==> src/sv/pls_pkg.sv <==
// Shared types and constants for the positional list store.
// Sizes, command and status codes, and the sequencer state type.
// No dependencies.
`default_nettype none

package pls_pkg;

  localparam int CAPACITY = 16;

  localparam int IDX_W   = (CAPACITY > 1) ? $clog2(CAPACITY) : 1;
  localparam int CNT_W   = $clog2(CAPACITY + 1);
  localparam int DATA_W  = 32;
  localparam int ENTRY_W = 2 * DATA_W;
  localparam int CMD_W   = 3;
  localparam int POS_W   = 4;
  localparam int STAT_W  = 2;
  localparam int COUNT_W = 5;
  // width used to compare a request position against the fill count
  localparam int CMP_W   = (CNT_W > POS_W) ? CNT_W : POS_W;

  localparam logic [CMD_W-1:0] CMD_PUSH_BACK  = 3'd0;
  localparam logic [CMD_W-1:0] CMD_PUSH_FRONT = 3'd1;
  localparam logic [CMD_W-1:0] CMD_SEARCH     = 3'd2;
  localparam logic [CMD_W-1:0] CMD_RETRIEVE   = 3'd3;
  localparam logic [CMD_W-1:0] CMD_REMOVE     = 3'd4;
  localparam logic [CMD_W-1:0] CMD_CLEAR      = 3'd5;

  localparam logic [STAT_W-1:0] STAT_OK        = 2'd0;
  localparam logic [STAT_W-1:0] STAT_NOT_FOUND = 2'd1;
  localparam logic [STAT_W-1:0] STAT_BAD_POS   = 2'd2;
  localparam logic [STAT_W-1:0] STAT_FULL      = 2'd3;

  typedef enum logic [3:0] {
    S_IDLE,
    S_DISPATCH,
    S_SHIFT_UP,
    S_INS_HEAD,
    S_SEARCH,
    S_READ_CAP,
    S_REMOVE_CAP,
    S_SHIFT_DOWN,
    S_RESULT
  } state_t;

endpackage

`default_nettype wire

==> src/sv/positional_list_store.sv <==
// Positional list store: ordered list of (id, priority) words with search.
// Holds the entry memory and the sequencer that walks it one entry a cycle.
// Depends on pls_pkg.
//
// Usage:
//   Command channel (cmd_valid/cmd_ready) carries command, entry_id,
//   entry_priority and position. Result channel (res_valid/res_ready)
//   carries status, found_position, out_id, out_priority, entry_count.
//   Exactly one result word per command word.
// Sequencing:
//   One command at a time; cmd_ready is high only while idle. The entry
//   memory has one write port and one registered read port,
//   so walks advance one entry per cycle:
//     push back, clear, spare codes, bad position, full: dispatch, result
//     retrieve: dispatch, read capture, result; search: head-first walk
//     to the first match or the count; push front: shift-up walk from the
//     tail, then head insert; remove: capture, shift-down walk to the count
// Reset: rst (synchronous) empties the list; entry contents are not
//   cleared, entries past the count are never read.
// Stall: a result holds in its output register until res_ready; no new
//   command is taken meanwhile.
`default_nettype none

module positional_list_store (
  input  wire                                 clk,
  input  wire                                 rst,
  input  wire                                 cmd_valid,
  output logic                                cmd_ready,
  input  wire        [pls_pkg::CMD_W-1:0]     command,
  input  wire signed [pls_pkg::DATA_W-1:0]    entry_id,
  input  wire signed [pls_pkg::DATA_W-1:0]    entry_priority,
  input  wire        [pls_pkg::POS_W-1:0]     position,
  output logic                                res_valid,
  input  wire                                 res_ready,
  output logic       [pls_pkg::STAT_W-1:0]    status,
  output logic       [pls_pkg::POS_W-1:0]     found_position,
  output logic signed [pls_pkg::DATA_W-1:0]   out_id,
  output logic signed [pls_pkg::DATA_W-1:0]   out_priority,
  output logic       [pls_pkg::COUNT_W-1:0]   entry_count
);
  import pls_pkg::*;

  // entry memory: {id, priority}
  logic [ENTRY_W-1:0] mem [CAPACITY];
  logic [ENTRY_W-1:0] rdata;
  logic [IDX_W-1:0]   raddr;
  logic               we;
  logic [IDX_W-1:0]   waddr;
  logic [ENTRY_W-1:0] wdata;

  state_t state, state_next;

  // latched command word
  logic [CMD_W-1:0]  cmd;
  logic [DATA_W-1:0] key_id;
  logic [DATA_W-1:0] key_pri;
  logic [POS_W-1:0]  pos;

  logic [CNT_W-1:0]  count, count_next;
  logic [CNT_W-1:0]  idx, idx_next;
  logic [IDX_W-1:0]  src, src_next;
  logic              pend, pend_next;

  logic [STAT_W-1:0]  status_next;
  logic [POS_W-1:0]   found_next;
  logic [DATA_W-1:0]  oid_next;
  logic [DATA_W-1:0]  opri_next;

  logic               full;
  logic               bad_pos;
  logic               idx_lt_cnt;
  logic               match;
  logic [CMP_W-1:0]   pos_wide;
  logic [CMP_W-1:0]   pos_inc;
  logic [CNT_W-1:0]   idx_dec;
  logic [IDX_W-1:0]   src_inc;
  logic [IDX_W-1:0]   src_dec;
  logic [CNT_W-1:0]   idx_inc;

  assign full       = (count == CNT_W'(CAPACITY));
  assign pos_wide   = CMP_W'(pos);
  assign pos_inc    = pos_wide + CMP_W'(1);
  assign bad_pos    = (pos_wide >= CMP_W'(count));
  assign idx_lt_cnt = (idx < count);
  assign idx_dec    = idx - CNT_W'(1);
  assign idx_inc    = idx + CNT_W'(1);
  assign src_inc    = src + IDX_W'(1);
  assign src_dec    = src - IDX_W'(1);
  // the one id comparator: id of the word read last cycle against the key
  assign match      = pend && (rdata[ENTRY_W-1:DATA_W] == key_id);

  assign cmd_ready   = (state == S_IDLE);
  assign res_valid   = (state == S_RESULT);
  assign entry_count = COUNT_W'(count);

  // next state
  always_comb begin
    state_next = state;
    case (state)
      S_IDLE: begin
        if (cmd_valid) state_next = S_DISPATCH;
      end
      S_DISPATCH: begin
        case (cmd)
          CMD_PUSH_FRONT: begin
            if (full) state_next = S_RESULT;
            else if (count == '0) state_next = S_INS_HEAD;
            else state_next = S_SHIFT_UP;
          end
          CMD_SEARCH: state_next = S_SEARCH;
          CMD_RETRIEVE: begin
            state_next = bad_pos ? S_RESULT : S_READ_CAP;
          end
          CMD_REMOVE: begin
            state_next = bad_pos ? S_RESULT : S_REMOVE_CAP;
          end
          default: state_next = S_RESULT;
        endcase
      end
      S_SHIFT_UP: begin
        if (idx == '0) state_next = S_INS_HEAD;
      end
      S_INS_HEAD:   state_next = S_RESULT;
      S_SEARCH: begin
        if (match || !idx_lt_cnt) state_next = S_RESULT;
      end
      S_READ_CAP:   state_next = S_RESULT;
      S_REMOVE_CAP: state_next = S_SHIFT_DOWN;
      S_SHIFT_DOWN: begin
        if (!idx_lt_cnt) state_next = S_RESULT;
      end
      S_RESULT: begin
        if (res_ready) state_next = S_IDLE;
      end
      default: state_next = S_IDLE;
    endcase
  end

  // datapath and memory control
  always_comb begin
    count_next  = count;
    idx_next    = idx;
    src_next    = src;
    pend_next   = pend;
    status_next = status;
    found_next  = found_position;
    oid_next    = out_id;
    opri_next   = out_priority;
    raddr       = src;
    we          = 1'b0;
    waddr       = src;
    wdata       = rdata;
    case (state)
      S_DISPATCH: begin
        status_next = STAT_OK;
        found_next  = '0;
        oid_next    = '0;
        opri_next   = '0;
        pend_next   = 1'b0;
        case (cmd)
          CMD_PUSH_BACK: begin
            if (full) begin
              status_next = STAT_FULL;
            end else begin
              we         = 1'b1;
              waddr      = count[IDX_W-1:0];
              wdata      = {key_id, key_pri};
              count_next = count + CNT_W'(1);
            end
          end
          CMD_PUSH_FRONT: begin
            if (full) status_next = STAT_FULL;
            idx_next = count;
          end
          CMD_SEARCH: begin
            idx_next = '0;
          end
          CMD_RETRIEVE: begin
            if (bad_pos) status_next = STAT_BAD_POS;
            raddr = pos_wide[IDX_W-1:0];
          end
          CMD_REMOVE: begin
            if (bad_pos) status_next = STAT_BAD_POS;
            raddr    = pos_wide[IDX_W-1:0];
            idx_next = pos_inc[CNT_W-1:0];
          end
          CMD_CLEAR: begin
            count_next = '0;
          end
          default: ;
        endcase
      end
      S_SHIFT_UP: begin
        // word read last cycle moves one place toward the back
        if (pend) begin
          we    = 1'b1;
          waddr = src_inc;
        end
        if (idx != '0) begin
          raddr     = idx_dec[IDX_W-1:0];
          src_next  = idx_dec[IDX_W-1:0];
          idx_next  = idx_dec;
          pend_next = 1'b1;
        end else begin
          pend_next = 1'b0;
        end
      end
      S_INS_HEAD: begin
        we         = 1'b1;
        waddr      = '0;
        wdata      = {key_id, key_pri};
        count_next = count + CNT_W'(1);
      end
      S_SEARCH: begin
        if (match) begin
          found_next = POS_W'(src);
        end else if (idx_lt_cnt) begin
          raddr     = idx[IDX_W-1:0];
          src_next  = idx[IDX_W-1:0];
          idx_next  = idx_inc;
          pend_next = 1'b1;
        end else begin
          status_next = STAT_NOT_FOUND;
        end
      end
      S_READ_CAP: begin
        oid_next  = rdata[ENTRY_W-1:DATA_W];
        opri_next = rdata[DATA_W-1:0];
      end
      S_REMOVE_CAP: begin
        oid_next  = rdata[ENTRY_W-1:DATA_W];
        opri_next = rdata[DATA_W-1:0];
        pend_next = 1'b0;
      end
      S_SHIFT_DOWN: begin
        // word read last cycle moves one place toward the front
        if (pend) begin
          we    = 1'b1;
          waddr = src_dec;
        end
        if (idx_lt_cnt) begin
          raddr     = idx[IDX_W-1:0];
          src_next  = idx[IDX_W-1:0];
          idx_next  = idx_inc;
          pend_next = 1'b1;
        end else begin
          pend_next  = 1'b0;
          count_next = count - CNT_W'(1);
        end
      end
      default: ;
    endcase
  end

  // memory
  always_ff @(posedge clk) begin
    if (we) mem[waddr] <= wdata;
    rdata <= mem[raddr];
  end

  always_ff @(posedge clk) begin
    if (rst) begin
      state <= S_IDLE;
      count <= '0;
      pend  <= 1'b0;
    end else begin
      state <= state_next;
      count <= count_next;
      pend  <= pend_next;
    end
  end

  always_ff @(posedge clk) begin
    if (state == S_IDLE && cmd_valid) begin
      cmd     <= command;
      key_id  <= entry_id;
      key_pri <= entry_priority;
      pos     <= position;
    end
    idx            <= idx_next;
    src            <= src_next;
    status         <= status_next;
    found_position <= found_next;
    out_id         <= oid_next;
    out_priority   <= opri_next;
  end

endmodule

`default_nettype wire

==> config.mk <==
export PLATFORM = sky130hd
export DESIGN_NAME = positional_list_store
export DESIGN_NICKNAME = d
export VERILOG_FILES = /design/src/sv/pls_pkg.sv /design/src/sv/positional_list_store.sv
export SDC_FILE = /design/constraint.sdc
export NUM_CORES = 2
export LEC_CHECK = 0
export BUFFER_PORTS_ARGS = -buffer_cell sky130_fd_sc_hd__buf_2
export CAP_MARGIN = 5
export CORE_AREA = 2 2 467 237
export CTS_CLUSTER_SIZE = 20
export DETAILED_ROUTE_END_ITERATION = 10
export DIE_AREA = 0 0 469 239
export PLACE_DENSITY = 0.57
export REMOVE_ABC_BUFFERS = 1
export SYNTH_ARGS = -nofsm -noshare
export SYNTH_HDL_FRONTEND = slang
export SYNTH_SLANG_ARGS = --single-unit
export TNS_END_PERCENT = 20
==> constraint.sdc <==
create_clock -name clk -period 14.6 [get_ports clk]
set_clock_uncertainty 0.2 [all_clocks]
set_input_delay 2.19 -clock clk [delete_from_list [all_inputs] [get_ports clk]]
set_output_delay 2.19 -clock clk [all_outputs]
set_load 0.005 [all_outputs]
# After elaboration in Yosys (flattened, before gate mapping)
# Memories as Yosys holds them, arrays and structs flattened. A register that Yosys moved wholly into a read port is not among the register bits.
# Cells that the tools add are included.
[word_totals]
word_cells = 133
mem_bits_ro = 0
latchBits = 0
mem_count = 1
input_bits = 75
ram_bits = 1024
output_inout_bits = 77
regBits = 160
[mem_list]
columns = ["name", "depth", "word_bits", "read_ports", "rd_ports_with_merged_regs", "write_ports", "line", "rtl"]
rows = [
  ["mem", 16, 64, 1, 1, 1, "positional_list_store.sv:44", "logic [ENTRY_W-1:0] mem [CAPACITY];"],
]
[classes]
div = 0
multipliers = 0
n_mux = 55
order_cmp = 2
bitwise = 0
reduce_logical = 27
shifts = 0
eq_ne = 28
n_addsub = 7
[ops]
columns = ["op", "n"]
rows = [
  ["$mux 64", 2],
  ["$pmux 32 s2", 2],
  ["$pmux 64 s2", 1],
  ["$mux 4", 17],
  ["$pmux 4 s4", 3],
  ["$eq 32x32->1", 1],
  ["$pmux 4 s8", 1],
  ["$pmux 5 s3", 2],
  ["$mux 5", 5],
  ["$pmux 5 s4", 1],
  ["$ne 2x2->1 const B", 9],
  ["$eq 4x3->1 const B", 4],
  ["$pmux 4 s3", 1],
  ["$reduce_or 2->1", 6],
  ["$add 5x1->5 const B", 2],
  ["$logic_not 5->1", 2],
  ["$mux 1", 10],
  ["$pmux 5 s2", 1],
  ["$sub 5x1->5 const B", 2],
  ["$eq 4x2->1 const B", 2],
  ["$mux 2", 4],
  ["$pmux 2 s2", 2],
  ["$pmux 4 s2", 1],
  ["$reduce_and 4->1", 2],
  ["29 further kinds", 36],
]

# Depth between registers and ports, before layout
[logic_depth]
ltp_word = 6
mapped_depth = 16
ltp_nobuf = 11

# Least setup slack after synthesis
# Ideal clock, no wire load.
[synth_timing]
path_kind = "reg2reg"
from = "reg count[0], in the netlist entry_count[0]"
to = "mem mem[1][0] (netlist name), enable pin"
path_stages_with_launch = 11
t_arrival_ns = 8.482
setup_slack_ns = 5.274
n_path_buf = 0
required_time_ns = 13.756
period_less_slack_ns = 9.326
setup_time_ns = 0.644
cell_sequence = "dfxtp_1 -> inv_1 -> ha_1 -> nor4bb_1 -> or4_1 -> nor2_1 -> a21oi_1 -> nor2_1 -> o221ai_1 -> a221o_1 -> nor4_1"
[synth_via]
elab_chain_len = 6
elab_cells_between_ends = 9
classes_between = "1 x eq/ne; 8 x mux"
[synth_lines]
columns = ["element", "line", "rtl"]
rows = [
  ["from (decl)", "positional_list_store.sv:59", "logic [CNT_W-1:0] count, count_next;"],
  ["from (signal assigned)", "positional_list_store.sv:268", "count <= count_next;"],
  ["$eq 5x5->1", "positional_list_store.sv:80", "assign full = (count == CNT_W'(CAPACITY));"],
  ["$mux 1", "positional_list_store.sv:162", "if (full) begin"],
  ["$mux 1", "positional_list_store.sv:160", "case (cmd)"],
  ["$pmux 1 s3", "positional_list_store.sv:153", "case (state)"],
  ["$mux 1", "positional_list_store.sv:257", "if (we) mem[waddr] <= wdata;"],
  ["$mux 1 (implied by the code)", "positional_list_store.sv:257", ""],
  ["to (decl)", "positional_list_store.sv:44", ""],
]
# Parallel ways exist; a longest one is shown, timed or not.

# Final worst setup path
[layout_timing]
from = "reg state[0]"
to = "reg rdata[12] (read register of mem)"
[layout_via]
elab_chain_len = 2
elab_cells_between_ends = 5
classes_between = "4 x eq/ne; 1 x mux"
[layout_lines]
columns = ["element", "line", "rtl"]
rows = [
  ["from (decl)", "positional_list_store.sv:51", "state_t state, state_next;"],
  ["from (signal assigned)", "positional_list_store.sv:267", "state <= state_next;"],
  ["$eq 4x3->1 (tied with other cells)", "positional_list_store.sv:153", ""],
  ["$pmux 4 s4 *", "positional_list_store.sv:153", ""],
  ["to (decl)", "positional_list_store.sv:45", "logic [ENTRY_W-1:0] rdata;"],
]
# Every way passes the cells marked *; elsewhere a longest branch is shown, timed or not.
# A chain may end at the register's enable or synchronous reset.

==> impl_metrics.toml <==
[outcome]
status = "completed"

[clock_network]
post-cts-setup-buffers = 0
cts_hold_buf = 0
htree_levels = 3
cts_sinks = 1248
cts_resized = 0
cts_tree = "yes"
cts-root-buf = "clkbuf_16"
cts_buffers = 109
clkTransAtPathRegs_ns = 0.07
clkLatencyLatePin_ns = 0.73
cts_buffer_depth = 3

[logic_synthesis]
synthArstFlopShare_pct = 0
postSynthAreaPerCell_sq_um = 20.2
synth_cells = 2389
synth.distinct_cells = 74
synth_edf_count = 1174
netlist_area_sq_mm = 0.0483
yosysWarnings = 0
synth-main-ff-cell = "edfxtp_1"
ys_ff_latch = 1248
ys_seq_area_share_pct = 76.1

[grt]
grt_max_degree = 80
grt_pass1_vias = 24880
grt-ovfl-total = 0
grtUsageTotal_pct = 21.4
antenna_found_initial = 4
grt_first_pass_wirelength_microns = 173000

[timing]
setup_viol = 0
finalSetupTns_ns = 0
fmax_mhz = 154
hold_viol_final = 0
fin_crit_sh_pct = 44.5
tightest_slew_ns = 1.24
max_slew_margin_pct = 17.2
final_max_slew_viol_count = 0
rsz0062_at_grt = "no"
whs_ns = 0.363
fin_crit_ns = 6.50
setup_slack_ns = 8.10

[worst_setup_path]
critPathCaptureType = "flop"
arrival_ns = 6.86
path_class = "flop to flop"
crit_family = "buffers and inverters"
critPathSlowestCell = "buf_4"
crit_path_frequent_cell = "buf_4"
path_cells = "xor2_4 -> buf_4 -> nor2_1 -> nand2_1 -> mux2i_1 -> a211o_1 -> nor2_8 -> buf_4 -> buf_12 -> mux4_2 -> a22oi_1 -> o211ai_1"
path_buf_inv = 3
required_ns = 14.96
worstPathMaxFanout = 79
reg2regPathDepth = 12
path_depth = 12
slowest_delay_ns = 0.83
startpoint_type = "flop"

[die]
die-area_sq_mm = 0.112
die_h_microns = 239
io_pins = 152
core_area_sq_mm = 0.109
initial_core_util_pct = 44.4
num_rows = 86
die_w_microns = 469

[power_and_ir_drop]
ir_worst_vdd_v = 0.000179
power_leakage_nw = 17.8
fin_total_pwr_mw = 11.6
power_density_mw_per_mm2 = 214

[route]
routedWlPerCell_microns = 29.0
drt-pass1-iter-count = 6
route.detailed.drc = 0
postRouteAntennaNets = 0
drtIter0Drc = 3002
wl_microns = 119000
vias = 24109
viasPerCell = 5.86

[placed_design]
numPortBuffers = 151
pre_cts_slack_ns = 8.05
dpl-instance-area_sq_mm = 0.0507
place_congestion = 0.882
dp_hpwl_microns = 60900

[flow_run]
maxCapViolCount = 0

[hold_path]
hold-path-cell-count = 1
min_path_type = "flop to flop"

[final_layout]
layout-drive-gt1-share_pct = 27.2
final_common_cell = "edfxtp_1"
syn_to_final_growth_pct = 12.6
final_nets = 2662
final_area_sq_mm = 0.0543
final_cell_mix = "edfxtp_1 (1174), mux4_2 (231), buf_2 (151), a22oi_1 (112), clkbuf_16 (111)"
fill_cells = 8777
[cell type report]
type / instances / area, sq um / area share (%)
Inverter: 17 / 63.8 / 0.117
Multi-Input combinational cell: 993 / 10900 / 20.1
Tap cell: 1452 / 1820 / 3.34
Antenna cell: 2 / 5.00 / 0.00921
Timing Repair Buffer: 201 / 1140 / 2.10
Clock buffer: 144 / 3030 / 5.58
Clock inverter: 59 / 637 / 1.17
Sequential cell: 1248 / 36700 / 67.6
[path summary, 6_finish.rpt]
kind,slack [ns],endpoint,from
worst min register to register,0.36,out_priority[31],rdata[31]
worst max-delay path,8.10,rdata[12],state[0]
worst max register to register,8.10,rdata[12],state[0]
worst min-delay path,0.36,out_priority[31],rdata[31]
[kinds of logic after synthesis]
| family | after synthesis | synth area share, % |
|---|---|---|
| simple gates | 309 | 3.34 |
| xor+xnor | 38 | 0.705 |
| buf+inv | 148 | 1.68 |
| compound gates | 263 | 3.91 |
| fa+ha+maj | 17 | 0.441 |
| mux | 366 | 13.8 |
| flops | 1248 | 76.1 |
[registers in the layout, summed over array words and instances (netlist names), 5 cells and up]
register,flops
entry_count,5
key_id,32
mem,1024
idx,5
out_id,32
key_pri,32
out_priority,32
rdata,64
[metal layers]
metal  GRT usage, %  wire length (microns)  up-vias
li1               -                      -    10217
met1           31.4                  53300    12877
met2           33.4                  56300      857
met3           4.11                   7790      158
met4           4.85                   2080        0
met5              0                      0        -
[power breakdown]
part / internal (mW) / leakage, nW / total, mW / switching [mW]
Clock: 1.68 / 1.79 / 2.98 / 1.30
Sequential: 4.70 / 11.3 / 4.91 / 0.210
Combinational: 1.49 / 4.67 / 3.74 / 2.25
Total: 7.86 / 17.8 / 11.6 / 3.77
[Yosys cell counts, drive strengths merged, types with 9 or more instances]
cell | number | share of area, %
o211ai | 23 | 0.36
nor2 | 58 | 0.48
nand2b | 9 | 0.12
buf | 72 | 1.1
nand3 | 22 | 0.23
nand2 | 90 | 0.70
a21oi | 27 | 0.28
dfxtp | 74 | 3.1
mux4 | 231 | 11
ha | 17 | 0.44
xnor2 | 34 | 0.62
mux2i | 47 | 0.97
nand4 | 12 | 0.16
o21ai | 37 | 0.41
a22oi | 112 | 1.7
mux2 | 88 | 2.1
inv | 17 | 0.13
and3 | 70 | 0.91
clkbuf | 59 | 0.46
nor4 | 9 | 0.16
edfxtp | 1174 | 73
nor3 | 9 | 0.093
[through the flow]
step	utilization (%)	std cells
finish	50.0	4116
global route	50.0	4116
CTS	50.0	4114
detailed placement	46.6	3911
global placement	46.6	3911
floorplan	-	2258
Power figures use the tool's default switching activity.
